**src/sv/alr_pkg.sv**
```systemverilog
`timescale 1ns / 1ps
// ----------------------------------------------------------------------------
// alr_pkg
// shared codes, widths and handshake structs of the audio loop recorder
// ----------------------------------------------------------------------------
package alr_pkg;

  // action codes carried in the input tuser
  typedef enum logic [2:0] {
    ACT_SAMPLE  = 3'd0,
    ACT_TRIGGER = 3'd1,
    ACT_STOP    = 3'd2,
    ACT_CLEAR   = 3'd3,
    ACT_UNDO    = 3'd4,
    ACT_REVERSE = 3'd5,
    ACT_FADE    = 3'd6
  } action_e;

  // looper modes as reported in the result
  typedef enum logic [2:0] {
    MODE_IDLE = 3'd0,
    MODE_REC  = 3'd1,
    MODE_PLAY = 3'd2,
    MODE_OVER = 3'd3,
    MODE_STOP = 3'd4
  } mode_e;

  // configuration register indexes
  localparam logic [2:0] REG_DRY_GAIN  = 3'd0;
  localparam logic [2:0] REG_LOOP_GAIN = 3'd1;
  localparam logic [2:0] REG_PRE_ROLL  = 3'd2;
  localparam logic [2:0] REG_XFADE     = 3'd3;
  localparam logic [2:0] REG_FADE      = 3'd4;
  localparam logic [2:0] REG_LATENCY   = 3'd5;

  // shared multiplier operand widths
  localparam int MUL_AW = 16;
  localparam int MUL_BW = 25;
  localparam int MUL_PW = MUL_AW + MUL_BW;

  // shared divider widths
  localparam int DIV_NW = 40;
  localparam int DIV_DW = 25;

  typedef struct packed {
    logic              start;
    logic [DIV_NW-1:0] num;
    logic [DIV_DW-1:0] den;
  } div_req_t;

  typedef struct packed {
    logic              done;
    logic              busy;
    logic [DIV_NW-1:0] quo;
    logic [DIV_DW-1:0] rem;
  } div_rsp_t;

endpackage

```
**src/sv/alr_mul.sv**
```systemverilog
`timescale 1ns / 1ps
// ----------------------------------------------------------------------------
// alr_mul
// shared signed multiplier with registered product
// ----------------------------------------------------------------------------
module alr_mul (
  input  logic                                 clk_i,
  input  logic signed [alr_pkg::MUL_AW-1:0]    a_i,
  input  logic signed [alr_pkg::MUL_BW-1:0]    b_i,
  output logic signed [alr_pkg::MUL_PW-1:0]    prod_o
);

  logic signed [alr_pkg::MUL_PW-1:0] prod_q;

  always_ff @(posedge clk_i) begin
    prod_q <= alr_pkg::MUL_PW'(a_i) * alr_pkg::MUL_PW'(b_i);
  end

  assign prod_o = prod_q;

endmodule

```
**config.mk**
```make
export PLATFORM = sky130hd
export DESIGN_NAME = alr_mul
export DESIGN_NICKNAME = d
export VERILOG_FILES = /design/src/sv/alr_pkg.sv /design/src/sv/alr_mul.sv
export SDC_FILE = /design/constraint.sdc
export NUM_CORES = 1
export LEC_CHECK = 0
export BUFFER_PORTS_ARGS = -buffer_cell sky130_fd_sc_hd__buf_2
export CAP_MARGIN = 30
export CORE_MARGIN = 2
export CORE_UTILIZATION = 44
export DETAILED_ROUTE_END_ITERATION = 8
export PLACE_DENSITY = 0.62
export SYNTH_ARGS = -nofsm -noshare
export SYNTH_HDL_FRONTEND = slang
export SYNTH_SLANG_ARGS = --single-unit
export TNS_END_PERCENT = 1
```
**constraint.sdc**
```tcl
create_clock -name clk_i -period 22.6 [get_ports clk_i]
set_input_delay 4.52 -clock clk_i [delete_from_list [all_inputs] [get_ports clk_i]]
set_output_delay 4.52 -clock clk_i [all_outputs]
set_load 0.05 [all_outputs]
```
Word-level counts from Yosys, hierarchy flattened
Cells that the tools add are included.
{"block": "word_totals", "regBits": 41, "latchBits": 0, "ramBits": 0, "mem_bits_ro": 0, "input_bits": 42, "wordCells": 2, "n_memories": 0}
{"block": "classes", "addsub": 0, "multipliers": 1, "n_div": 0, "order_cmp": 0, "n_eq_ne": 0, "shift": 0, "mux": 0, "n_bitwise": 0, "n_reduce_logical": 0}
{"op": "multiplier 16 x 25 -> 41 bit", "n": 1}

Logic depth before layout (Yosys ltp)
{"block": "logic_depth", "depth_word": 1, "ltp_mapped": 24}

Worst setup path after synthesis
OpenSTA, ideal clock, no wires.
{"block": "synth_path", "path_type": "input to register", "from": "input a_i[9] in the netlist's numbering", "to": "register prod_q (netlist bit prod_o[33])", "setup_time_ps": 120, "arrival_time_ps": 10064, "path_slack_ps": 12416, "cell_stages": 23, "path_buffers": 2, "cell_sequence": "clkbuf_1 -> clkbuf_1 -> nand2_1 -> fa_1 -> inv_1 -> fa_1 -> inv_1 -> fa_1 -> inv_1 -> fa_1 -> fa_1 -> inv_1 -> fa_1 -> inv_1 -> ha_1 -> and4_4 -> and4_4 -> a31oi_4 -> o2111ai_2 -> a22oi_2 -> a21boi_0 -> o41a_1 -> xor2_1"}
{"block": "synth_via", "elab_chain_cells": 1}
{"element": "from (decl)", "line_no": "alr_mul.sv:8", "source": "input logic signed [alr_pkg::MUL_AW-1:0] a_i,"}
{"element": "multiplier 16 x 25 -> 41 bit", "line_no": "alr_mul.sv:16", "source": "prod_q <= alr_pkg::MUL_PW'(a_i) * alr_pkg::MUL_PW'(b_i);"}
{"element": "to (signal assigned)", "line_no": "alr_mul.sv:16"}
{"element": "to (decl)", "line_no": "alr_mul.sv:13", "source": "logic signed [alr_pkg::MUL_PW-1:0] prod_q;"}
Every way passes these cells.

Worst setup path in the final report
{"block": "layout_path", "from": "input a_i[1] in the netlist's numbering", "to": "register prod_q (netlist bit prod_o[38])"}
Same word-level chain as after synthesis.

==> run metrics <==
count of input and output buffers=82; Filler cells=3357; TritonCTS clock tree=built; portion of the clock cycle consumed by the worst path in the final layout=47.6%; Detailed Place HPWL=29700 um; via count of the first global-routing pass=11857; Yosys warning total=0; post-synthesis mux area share=0%; register area=821 um^2; max FFs per register=41; unique cell type count in the Yosys netlist=58; via count of the routed design=10791; final net count=2243; row count=68; worst min-delay path category=input port to flip-flop; tightest hold margin=4.68 ns; outcome=finished clean; max-cap violations=0; initial core utilization=44.5%; number of buffers inserted for hold repair after clock tree synthesis=0; area of the die=36400 um^2; number of enable flip-flop cells after synthesis=0; transition at the pin with the smallest max-transition slack=0.918 ns; data arrival at the endpoint of the critical path=10.95 ns; xor/xnor cell area share of the yosys netlist=2.45%; fraction of registers with async set/reset=0%; remaining design rule violation count=0; family of cells with the greatest summed delay on the critical path=adder cells; adder-cell share of the synthesized area=58.8%; relative slew slack=37.2%; cell chosen for the clock root=clkbuf_16; cell count after synthesis=1688; Cells after DPL=2161; final hold violations=0; crit end category=flip-flop; maximum level of the CTS H-tree=2; Longest Clk Path Bufs=2; Avg Cell Area, Syn=9.09 um^2; post-detailed-routing wire length=36400 um; Initial DRT Pass Iterations=5; post-synth net total=2218; dominant cell type by count on the critical path=fa_1; Startpoint Class=input port; CP cell instances=buf_2 -> nand2_1 -> inv_1 -> fa_1 -> fa_1 -> inv_1 -> fa_1 -> inv_1 -> fa_1 -> fa_1 -> inv_1 -> fa_1 -> inv_1 -> ha_1 -> a21o_1 -> a21o_1 -> a2111oi_0 -> o21ai_0 -> o211ai_2 -> a21oi_4 -> a311o_1; min cycle time layout=10.76 ns; classification of the worst setup path=input port to flip-flop; Die H=191 um; number of setup buffers added after CTS=0; maximum number of pins on one net before global-route repair=26; placeable core region=34500 um^2; clock net sink count=41; Vias per Instance=4.97; post-layout util=47.2%; required time of the worst setup path=22.80 ns; wire length of the first global-routing pass=61300 um; max-slew violation count=0; synthesized-area fraction occupied by and/or/nand/nor cells=15.2%; highest net fanout along the worst path=25; flop and latch count out of synthesis=41; fraction of final layout cells with drive strength greater than 1=6.48%; CTS resizes=0; overall track demand over capacity in global routing=21.8%; DRT iter0 DRCs=415; Non-Filler Instances=2170; initial antenna violation count=0; slowest stage cell, crit path=a2111oi_0; top flip-flop cell by instance count after synthesis=dfxtp_1; unrepaired setup endpoints after global routing=no; I/O pins=83; highest clock rate=93.0 MHz; area occupied by multi-input gates=12600 um^2; main combinational cell family by area after synthesis=adder cells; last weighted congestion value of the routability-driven placer=0.832; Setup violations, final=0; Layout area overhead=6.07%; post-synthesis compound-gate area fraction=5.43%; Mapped Area=15300 um^2; clock-pin slew of the registers on the worst-case setup and hold paths=0.06 ns; Critical path buffers and inverters=6; final global-route overflow total=0; mean routed wirelength per cell=16.8 um; portion of the post-synthesis area used by sequential elements=5.35%; TNS Setup=0 ns; width of the chip=191 um; largest stage delay on the critical path=0.84 ns; number of nets still failing antenna checks after routing=0; Num CTS Buffers=5
-- final cells by class --
| cell class | instances | area share [%] |
|---|---|---|
| diodes | 1 | 0.0154 |
| flip-flops and latches | 41 | 5.04 |
| clock buffers | 5 | 0.769 |
| inverters | 458 | 10.6 |
| clock inverters | 3 | 0.423 |
| well taps | 455 | 3.50 |
| multi-input cells | 1124 | 77.1 |
| repair buffers | 83 | 2.57 |
-- placed cells by master, fill, tap and decap left out, types with 4 or more instances in the layout --
cell	count
nand2b_1	8
o21bai_1	4
clkbuf_16	5
nor2_1	43
a211oi_1	4
nand2_1	233
xnor2_1	30
nor3_1	4
a21o_1	13
inv_1	458
and2_1	162
nand3_1	5
buf_2	82
a21oi_1	36
ha_1	100
o21ai_0	19
fa_1	388
xor2_1	13
nor2b_1	5
dfxtp_1	41
-- worst paths after layout --
check                   from          to  slack [ns]  cells past startpoint
worst max-delay path  a_i[1]  prod_o[38]       11.84                     21
worst min-delay path  b_i[0]   prod_o[0]        4.68                      2
-- cell usage after synthesis, drive strengths merged (5+ instances only) --
cell type	instances	area, um^2
nand3	5	25.0
nor2b	5	31.3
nand2	233	875
nand2b	8	50.1
a21o	14	106
o21ai	22	110
xnor2	30	263
clkbuf	64	240
dfxtp	41	821
fa	388	7770
a21oi	38	205
o211ai	5	47.5
ha	100	1250
a211oi	6	55.1
and2	162	1010
nor2	43	161
inv	458	1720
xor2	13	114
-- kinds of logic after synthesis --
| kind of cell | Yosys count |
|---|---|
| compound gates | 115 |
| xor+xnor | 43 |
| fa+ha+maj | 488 |
| buf+inv | 523 |
| flops | 41 |
| simple gates | 478 |
-- layer usage --
metal	vias to the layer above	share of wire, %	track usage (%)
met5	-	0	0
met4	0	2.9	7.27
met3	56	4.3	3.31
met2	222	52	38.4
met1	5608	41	27.2
li1	4905	-	-
-- stage by stage --
stage / worst slack [ns] / cell area [um^2]
2_1_floorplan: 12.42 / 15300
3_3_place_gp: 11.50 / 16100
3_5_place_dp: 11.42 / 16100
4_1_cts: 11.76 / 16300
5_1_grt: 11.41 / 16300
6_report: 11.84 / 16300
Power is not shown: default switching activity piles up to over one toggle a cycle in this logic, so the estimate is an artifact.
