[src/sv/alr_pkg.sv]
`timescale 1ns / 1ps
// ----------------------------------------------------------------------------
// alr_pkg
// shared codes, widths and handshake structs of the audio loop recorder
// ----------------------------------------------------------------------------
package alr_pkg;

  // action codes carried in the input tuser
  typedef enum logic [2:0] {
    ACT_SAMPLE  = 3'd0,
    ACT_TRIGGER = 3'd1,
    ACT_STOP    = 3'd2,
    ACT_CLEAR   = 3'd3,
    ACT_UNDO    = 3'd4,
    ACT_REVERSE = 3'd5,
    ACT_FADE    = 3'd6
  } action_e;

  // looper modes as reported in the result
  typedef enum logic [2:0] {
    MODE_IDLE = 3'd0,
    MODE_REC  = 3'd1,
    MODE_PLAY = 3'd2,
    MODE_OVER = 3'd3,
    MODE_STOP = 3'd4
  } mode_e;

  // configuration register indexes
  localparam logic [2:0] REG_DRY_GAIN  = 3'd0;
  localparam logic [2:0] REG_LOOP_GAIN = 3'd1;
  localparam logic [2:0] REG_PRE_ROLL  = 3'd2;
  localparam logic [2:0] REG_XFADE     = 3'd3;
  localparam logic [2:0] REG_FADE      = 3'd4;
  localparam logic [2:0] REG_LATENCY   = 3'd5;

  // shared multiplier operand widths
  localparam int MUL_AW = 16;
  localparam int MUL_BW = 25;
  localparam int MUL_PW = MUL_AW + MUL_BW;

  // shared divider widths
  localparam int DIV_NW = 40;
  localparam int DIV_DW = 25;

  typedef struct packed {
    logic              start;
    logic [DIV_NW-1:0] num;
    logic [DIV_DW-1:0] den;
  } div_req_t;

  typedef struct packed {
    logic              done;
    logic              busy;
    logic [DIV_NW-1:0] quo;
    logic [DIV_DW-1:0] rem;
  } div_rsp_t;

endpackage

[src/sv/alr_div.sv]
`timescale 1ns / 1ps
// ----------------------------------------------------------------------------
// alr_div
// shared restoring divider, one quotient bit per cycle
// ----------------------------------------------------------------------------
module alr_div (
  input  logic              clk_i,
  input  logic              rst_ni,
  input  alr_pkg::div_req_t req_i,
  output alr_pkg::div_rsp_t rsp_o
);

  localparam int NW   = alr_pkg::DIV_NW;
  localparam int DW   = alr_pkg::DIV_DW;
  localparam int CNTW = $clog2(NW + 1);

  logic            busy_q, done_q;
  logic [CNTW-1:0] cnt_q;
  logic [NW-1:0]   quo_q;
  logic [DW-1:0]   rem_q, den_q;
  logic [DW:0]     trial;
  logic            fits;

  // shift in the next dividend bit and try a subtract
  assign trial = {rem_q, quo_q[NW-1]};
  assign fits  = trial >= {1'b0, den_q};

  always_ff @(posedge clk_i or negedge rst_ni) begin
    if (!rst_ni) begin
      busy_q <= 1'b0;
      done_q <= 1'b0;
      cnt_q  <= '0;
      quo_q  <= '0;
      rem_q  <= '0;
      den_q  <= '0;
    end else begin
      done_q <= 1'b0;
      if (req_i.start) begin
        busy_q <= 1'b1;
        cnt_q  <= CNTW'(NW);
        quo_q  <= req_i.num;
        rem_q  <= '0;
        den_q  <= req_i.den;
      end else if (busy_q) begin
        rem_q <= fits ? DW'(trial - {1'b0, den_q}) : DW'(trial);
        quo_q <= {quo_q[NW-2:0], fits};
        cnt_q <= cnt_q - CNTW'(1);
        if (cnt_q == CNTW'(1)) begin
          busy_q <= 1'b0;
          done_q <= 1'b1;
        end
      end
    end
  end

  assign rsp_o.done = done_q;
  assign rsp_o.busy = busy_q;
  assign rsp_o.quo  = quo_q;
  assign rsp_o.rem  = rem_q;

endmodule

[config.mk]
export PLATFORM = sky130hd
export DESIGN_NAME = alr_div
export DESIGN_NICKNAME = d
export VERILOG_FILES = /design/src/sv/alr_pkg.sv /design/src/sv/alr_div.sv
export SDC_FILE = /design/constraint.sdc
export NUM_CORES = 1
export LEC_CHECK = 0
export BUFFER_PORTS_ARGS = -buffer_cell sky130_fd_sc_hd__buf_2
export CAP_MARGIN = 40
export CORE_MARGIN = 2
export CORE_UTILIZATION = 25
export DETAILED_ROUTE_END_ITERATION = 8
export PLACE_DENSITY = 0.42
export SETUP_SLACK_MARGIN = 0.5
export SLEW_MARGIN = 20
export SYNTH_ARGS = -nofsm -noshare
export SYNTH_HDL_FRONTEND = slang
export SYNTH_SLANG_ARGS = --single-unit
[constraint.sdc]
create_clock -name clk_i -period 3.6 [get_ports clk_i]
set_clock_uncertainty 0.2 [all_clocks]
set_input_delay 0.18 -clock clk_i [delete_from_list [all_inputs] [get_ports clk_i]]
set_output_delay 0.18 -clock clk_i [all_outputs]
set_load 0.01 [all_outputs]
-- Yosys cells after proc, flatten, opt, wreduce, memory -nomap -nowiden
Index checks and enable logic that the tools add are counted.
- mux-type cells: 13
- eq/ne operators: 1
- order comparisons: 1
- reduce and logical (&&, ||, !) cells: 1
- $add $sub $neg: 2
- operators by type and width (cell ; number):
    $mux 40 ; 2
    $mux 25 ; 3
    $ge 26x25->1 ; 1
    $sub 25x25->25 ; 1
    $mux 6 ; 2
    $eq 6x1->1 const B ; 1
    $mux 1 ; 6
    $sub 6x1->6 const B ; 1
    $reduce_bool 2->1 ; 1
- register bits: 98
- word-level logic and storage cells: 24
- output and inout bits: 67

-- Logic depth before layout (Yosys ltp)
Gate-level depths: netlist (run 1).
- depth after elaboration: 4
- mapped depth: 14
- depth with buffers taken out: 13

-- Worst setup path before layout (run 1)
No wires, ideal clock.
- kind: register -> register
- start: register quo_q[39]
- end: register rem_q[16]
- setup slack: 491 ps
- stages on the path, launching flop included: 13
- arrival: 2766 ps
- buffers on the path: 1
- cell sequence: dfrtp_1 -> inv_1 -> ha_1 -> fa_1 -> nor2b_4 -> o31ai_4 -> a21oi_2 -> a311o_2 -> o32ai_4 -> o311ai_4 -> buf_6 -> mux2i_1 -> a211oi_1
- longest elaborated chain between the ends: 4
- ends and longest elaborated chain (what ; line ; source):
    start: declaration ; alr_div.sv:19 ; logic [NW-1:0] quo_q;
    start signal: assignment ; alr_div.sv:41 ; quo_q <= req_i.num;
    start signal: assignment ; alr_div.sv:46 ; quo_q <= {quo_q[NW-2:0], fits};
    $sub 25x25->25 / $ge 26x25->1 (equally long branches) ; alr_div.sv:45, alr_div.sv:26 ;
    $mux 25 (*) ; alr_div.sv:45 ; rem_q <= fits ? DW'(trial - {1'b0, den_q}) : DW'(trial);
    $mux 25 (*) ; alr_div.sv:44 ; end else if (busy_q) begin
    $mux 25 (*) ; alr_div.sv:38 ; if (req_i.start) begin
    end signal: assignment ; alr_div.sv:45 ;
    end: declaration ; alr_div.sv:20 ; logic [DW-1:0] rem_q, den_q;
Mark *: on every way between the ends. The rest lies on a longest branch, timed or not. The select of a mux whose other input is x is not followed.
A chain may end at the register's enable or synchronous reset.

-- Worst setup path in the final report (run 1)
- start: register rem_q[10]
- end: register rem_q[4]
- longest elaborated chain between the ends: 4
- ends and longest elaborated chain (what ; line ; source):
    $ge 26x25->1 ; alr_div.sv:26 ; assign fits = trial >= {1'b0, den_q};
    $mux 25 ; alr_div.sv:45 ;
    $mux 25 ; alr_div.sv:44 ;
    $mux 25 ; alr_div.sv:38 ;
No other way between the ends. The select of a mux whose other input is x is not followed.

==> results.md, run 1 <==
* Endpoints failing hold at 0
* Post-synthesis sequential area ratio at 0.426
* Slew at the pin closest to its max-slew limit at 0.784 ns
* Async SR Flop Fraction at 1.00
* Number of synthesis warnings at 0
* Cts bufs inserted at 9
* Mux share of post-synthesis cell area at 0.101
* Tot GR Track Use at 0.135
* Top post-synthesis cells by area: dfrtp_1 (43%), mux2i_1 (9.9%), o21ai_0 (6.6%)
* Final-stage net count at 915
* Pre-antenna DRT Iters at 4
* FILL cells at between 2000 and 2500
* Die ar. at 24300 µm²
* Post-synthesis adder-cell area fraction at 0.0621
* CP max FO at 7
* Clock root buffer: clkbuf_16
* FMAX at 324 MHz
* Total number of vias at 5016
* # setup viols final at 0
* HP Class: in -> async
* Avg Vias per Cell at approximately 4.5
* Mapped cell area at 5760 µm²
* Initial antenna violation count at 0
* Internal Power at 2960 µW
* Post-DP HPWL at 10900 µm
* Leading area contributor after synthesis: dfrtp_1
* IO Count at 135
* Simple-Gate Fraction of Synth Area at 0.125
* Initial DRC count at roughly 170
* Reg clk slew, reported paths at 0.07 ns
* Max cap viols at 0
* Initial core utilization at 0.254
* Logic pwr share at 0.490
* Footprint of the multi-input gates at 3060 µm²
* Wire per inst at around 14 µm
* Cell Count, Final, Fillers Out at 1109
* Sw Share at 0.382
* I/O Buffers at between 100 and 150
* N_diodes at 0
* Syn_nets at 721
* Unrepaired setup endpoints after global routing: yes
* Share of post-route cells with drive strength above 1 at 0.248
* Final wirelength at 16000 µm
* Vias in the first global route at 5059
* Clock power share at 0.211
* Status: finished clean
* Final instance area at approximately 7900 µm²
* Crit end category: flop
* Tmin final at 3.08 ns
* Mean post-synth cell area at 9.21 µm²
* Main synth FF type: dfrtp_1
* Top-area cell type share of the netlist area at 0.426
* Maximum clock path buffer count at 2
* Setup TNS at 0 ns
* Largest family of logic cells by synthesized area: compound AO/OA/AOI/OAI gates
* Core area at around 23000 µm²
* P per Cell Area at 605 nW/µm²
* Final worst path period share at 0.857
* # H-tree levels at 3
* Worst Setup SP: rem_q[10]
* Register area at 2460 µm²
* Fin worst setup slack at 0.517 ns
* Critical path required time at 3.60 ns
* Clk_lat worst skew at 0.35 ns
* Die width at about 160 µm
* Sink Count at 98
* Final slew viol count at 0
* Post-route ant nets at 0
* Pre-CTS WS at 0.421 ns
* Placed Area at 6700 µm²
* Nature of the critical path startpoint: flop
* Synth unique cells at 54
* First-pass GRT wire length at 26300 µm
* Worst EP arrival at 3.09 ns
* CTS tree: built
* Syn Inst Count at roughly 630
* Post-synth EDFFs at 0
* Pin count of the biggest net entering global routing at between 80 and 90
* Slew HR at 0.478
* WS Path Type: reg -> reg
* Num rows at 55
* Switching power at ~1800 µW
* GP Congestion at 0.743
* Area growth syn-to-layout at 37.5%
* Compound-cell area share of the yosys netlist at 0.191
* FF-to-FF Start: rem_q[10]
* Sequential Power Share at 0.299
* Inst Count DP at 1013
* Pleak at about 0.0040 µW
* GRT Residual Overflow at 0
* Flop and latch count out of synthesis at 98
* Worst VDD drop at between 0.2 and 0.25 mV
* Die height at 156 µm
* Final Util at 0.350
* # DRC at 0
* Synth Area in XOR/XNOR at 0.0380
-- Yosys cell counts (6+ instances only) --
cell type,number
dfrtp_1,98
nand2_1,84
o21ai_0,76
mux2i_1,57
nor2_1,46
inv_1,38
a21oi_1,31
ha_1,27
clkbuf_1,25
a211oi_1,23
xnor2_1,17
nand3_1,8
xor2_1,8
nor3_1,7
o21ai_1,6
-- through the flow --
| stage | hold WS (ns) | power (µW) |
|---|---|---|
| final | 0.165 | 4790 |
| after global placement | 0.0281 | 3460 |
| after CTS | 0.190 | 4810 |
| after floorplan | -0.316 | 2900 |
| after global routing | 0.210 | 5170 |
| after detailed placement | 0.0251 | 3440 |
-- path summary, 6_finish.rpt --
path | end | slack (ns) | cells past startpoint
setup reg to reg | rem_q[4] | 0.52 | 11
min in group clk_i | quo_q[11] | 0.21 | 3
hold reg to reg | den_q[0] | 0.32 | 1
max in group asynchronous | quo_q[18] | 2.30 | 3
setup / recovery | rem_q[4] | 0.52 | 11
hold / removal | den_q[8] | 0.16 | 2
-- power groups by stage --
stage	sequential (µW)	clock, µW	combinational [µW]
floorplan	1480	0	1420
global placement	1450	0	2000
detailed placement	1450	0	1990
CTS	1440	1060	2310
global route	1460	1100	2610
finish	1430	1010	2350
-- worst max-delay path, cell delays in order (launching register included) --
cell,delay (ns)
dfrtp_1,0.41
ha_1,0.41
and3_4,0.23
and3_1,0.16
a311o_2,0.40
o32ai_4,0.33
o311ai_4,0.14
buf_12,0.17
buf_16,0.13
a31o_1,0.17
mux2i_1,0.13
nor2_1,0.06
-- cell families (layout without fill, tap and decap cells) --
logic type / Yosys count / after routing
xor+xnor: 25 / 25
fa+ha+maj: 28 / 28
buf+inv: 76 / 275
mux: 58 / 58
compound gates: 173 / 173
simple gates: 167 / 167
flops: 98 / 98
-- routing by layer --
| layer | GRT usage | wire length, µm | up-vias |
|---|---|---|---|
| li1 | - | - | 2551 |
| met1 | 0.175 | 7500 | 2342 |
| met2 | 0.223 | 7440 | 115 |
| met3 | 0.0411 | 912 | 8 |
| met4 | 0.0275 | 136 | 0 |
| met5 | 0 | 0 | - |
-- placed cells by master (no fill, tap or decap), types with 2 or more instances in the layout --
cell type / instances
o21ai_2: 2
clkinvlp_4: 2
ha_1: 24
nor2_2: 3
o211ai_1: 2
and3_1: 4
o21bai_1: 5
a21o_1: 5
nor3_1: 7
nor2_4: 2
a211oi_1: 22
ha_2: 2
buf_12: 4
a211oi_2: 2
buf_2: 132
nor4_1: 2
buf_6: 2
nand3_1: 8
buf_4: 14
o21ai_1: 5
nand4_1: 5
a21oi_2: 8
xnor2_1: 17
a21oi_1: 25
buf_16: 2
dlygate4sd3_1: 66
a211o_1: 2
clkbuf_16: 9
inv_6: 3
inv_1: 38
nand2b_1: 4
nand2_1: 84
o21a_1: 4
xor2_1: 8
nor2b_1: 2
nor2_1: 41
o21ai_0: 75
mux2i_1: 57
dfrtp_1: 97
-- registers in the layout, indices dropped and copies added, names as in the netlist --
signal and flops:
den_q 25, cnt_q 6, quo_q 40, done_q 1, busy_q 1, rem_q 25
-- what timing repair did --
item	in CTS	in global routing
pin swaps	18	12
hold endpoints to repair	105	0
hold buffers	66	0
setup endpoints to repair	14	26
cloned	2	0
gates resized for setup	14	16
setup buffers	10	2
-- cell type report --
cell class,count,area share
well taps,285,0.0450
repair buffers,221,0.202
inverters,38,0.0180
clock inverters,6,0.00901
multi-input cells,451,0.387
flip-flops and latches,98,0.310
clock buffers,10,0.0289
No activity file was read; power rests on OpenSTA's default activity.
==> run 2, diff against run 1 <==
==> constraint.sdc (replaced) <==
create_clock -name clk_i -period 3.6 [get_ports clk_i]
set_clock_uncertainty 0.2 [all_clocks]
set_input_delay 0.36 -clock clk_i [delete_from_list [all_inputs] [get_ports clk_i]]
set_output_delay 0.36 -clock clk_i [all_outputs]
set_load 0.01 [all_outputs]
==> run 2 against run 1 <==
  * Power is 1.1% higher
  * Critical path type unchanged
  * Largest power group unchanged
  * Final cell count is 3.2% lower
  * Register-to-register slack worse by 0.02 ns
==> results.md, run 2 (synthesized netlist as in run 1, its figures left out) <==
* FMAX at approximately 320 MHz
* Unrepaired setup endpoints after global routing: yes
* Worst EP arrival at 3.13 ns
* Initial antenna violation count at 2
* First-pass GRT wire length at 26600 µm
* Largest register FFs at 40
* Final-stage net count at slightly below 900
* Initial core utilization at 0.254
* Maximum clock path buffer count at 2
* CP max FO at 6
* Commonest non-fill, non-tap cell in the layout: buf_2
* Critical path required time at about 3.6 ns
* Fin worst setup slack at 0.492 ns
* I/O Buffers at 134
* Largest register by flop count: quo_q
* P per Cell Area at 637 nW/µm²
* Largest registers: quo_q (40), den_q (25), rem_q (25)
* Tmin final at 3.11 ns
* Slew at the pin closest to its max-slew limit at a little under 0.7 ns
* # H-tree levels at 3
* Reg clk slew, reported paths at 0.07 ns
* WS Path Type: reg -> reg
* Final slew viol count at 0
* Max cap viols at 0
* Final worst path period share at 0.863
* Post-route ant nets at 0
* Clock root buffer: clkbuf_16
* Tot GR Track Use at 0.136
* Wire per inst at 15.2 µm
* Die ar. at roughly 24000 µm²
* Clk_lat worst skew at ~0.36 ns
* Num rows at 55
* Worst VDD drop at 0.255 mV
* Die width at 156 µm
* Total number of vias at between 4000 and 5000
* Cts bufs inserted at 9
* Share of post-route cells with drive strength above 1 at 0.269
* GRT Residual Overflow at 0
* Post-DP HPWL at 11000 µm
* Setup TNS at 0 ns
* Pin count of the biggest net entering global routing at 77
* Sink Count at 98
* Pre-CTS WS at 0.432 ns
* Area growth syn-to-layout at 32.1%
* Endpoints failing hold at 0
* Nature of the critical path startpoint: flop
* GP Congestion at 0.744
* Core area at 22600 µm²
* Die height at 156 µm
* # setup viols final at 0
* IO Count at 135
* Initial DRC count at 136
* Slew HR at 0.539
* Register area at 2460 µm²
* Avg Vias per Cell at 4.60
* # DRC at 0
* Status: finished clean
* CTS tree: built
* Crit end category: flop
* Final wirelength at 16300 µm
* Vias in the first global route at about 5000
* Most frequent cells in the layout: buf_2 (132), dfrtp_1 (97), nand2_1 (82)
* FILL cells at 2401
* Footprint of the multi-input gates at 3110 µm²
* Pleak at 0.00389 µW
* Pre-antenna DRT Iters at 6
* HP Class: in -> reg
* Worst hold margin at around 0.01 ns
==> run 2: report_power, final <==
group	total (µW)	internal (µW)	leakage (µW)	switching, µW
combinational	2370	1140	0.00252	1230
sequential	1440	1270	0.00122	166
clock	1040	553	0.000153	486
==> run 2: critical path, stage by stage (launching register included) <==
cell and delay [ns]:
dfrtp_1 0.38, inv_1 0.06, ha_2 0.19, fa_2 0.24, nor2b_4 0.05, o31ai_4 0.21
a21oi_2 0.10, a311o_2 0.37, o32ai_4 0.33, o311ai_4 0.17, buf_6 0.18, buf_16 0.13
a31o_1 0.17, mux2i_1 0.13, nor2_1 0.06
==> run 2: area by class of cell <==
cell class / count / share of cell area
Inverter: 38 / 0.0187
Clock inverter: 7 / 0.0107
Tap cell: 285 / 0.0469
Antenna cell: 1 / 0.000329
Multi-Input combinational cell: 451 / 0.408
Timing Repair Buffer: 184 / 0.163
Clock buffer: 9 / 0.0296
Sequential cell: 98 / 0.323
==> run 2: through the flow <==
stage / area, µm² / cells / utilization / power (µW)
floorplan: 5760 / 625 / - / 2900
global placement: 6700 / 1013 / 0.296 / 3460
detailed placement: 6700 / 1013 / 0.296 / 3450
CTS: 7400 / 1065 / 0.327 / 4660
global route: 7610 / 1072 / 0.336 / 5230
finish: 7610 / 1073 / 0.336 / 4850
==> run 2: routing by layer <==
metal	vias up	GRT usage	wire length (µm)
met3	12	0.0414	931
met1	2319	0.174	7690
met5	-	0	16
met4	2	0.0315	151
li1	2486	-	-
met2	120	0.226	7500
==> run 2: repair_timing <==
action                     CTS  global route
resized for setup            6            32
cloned                       1             3
hold endpoints to repair    74             0
pin swaps                    4            22
hold buffers                30             0
setup endpoints to repair   13            26
setup buffers                5             4
==> run 2: path summary, 6_finish.rpt <==
path / from / endpoint / slack [ns] / depth (start not counted)
worst min-delay path: req_i[12] / den_q[12] / 0.01 / 3
worst min register to register: den_q[0] / den_q[0] / 0.33 / 1
max in group asynchronous: rst_ni / quo_q[32] / 2.11 / 3
worst max-delay path: quo_q[39] / rem_q[4] / 0.49 / 14
min in group asynchronous: rst_ni / den_q[8] / 0.37 / 2
worst max register to register: quo_q[39] / rem_q[4] / 0.49 / 14
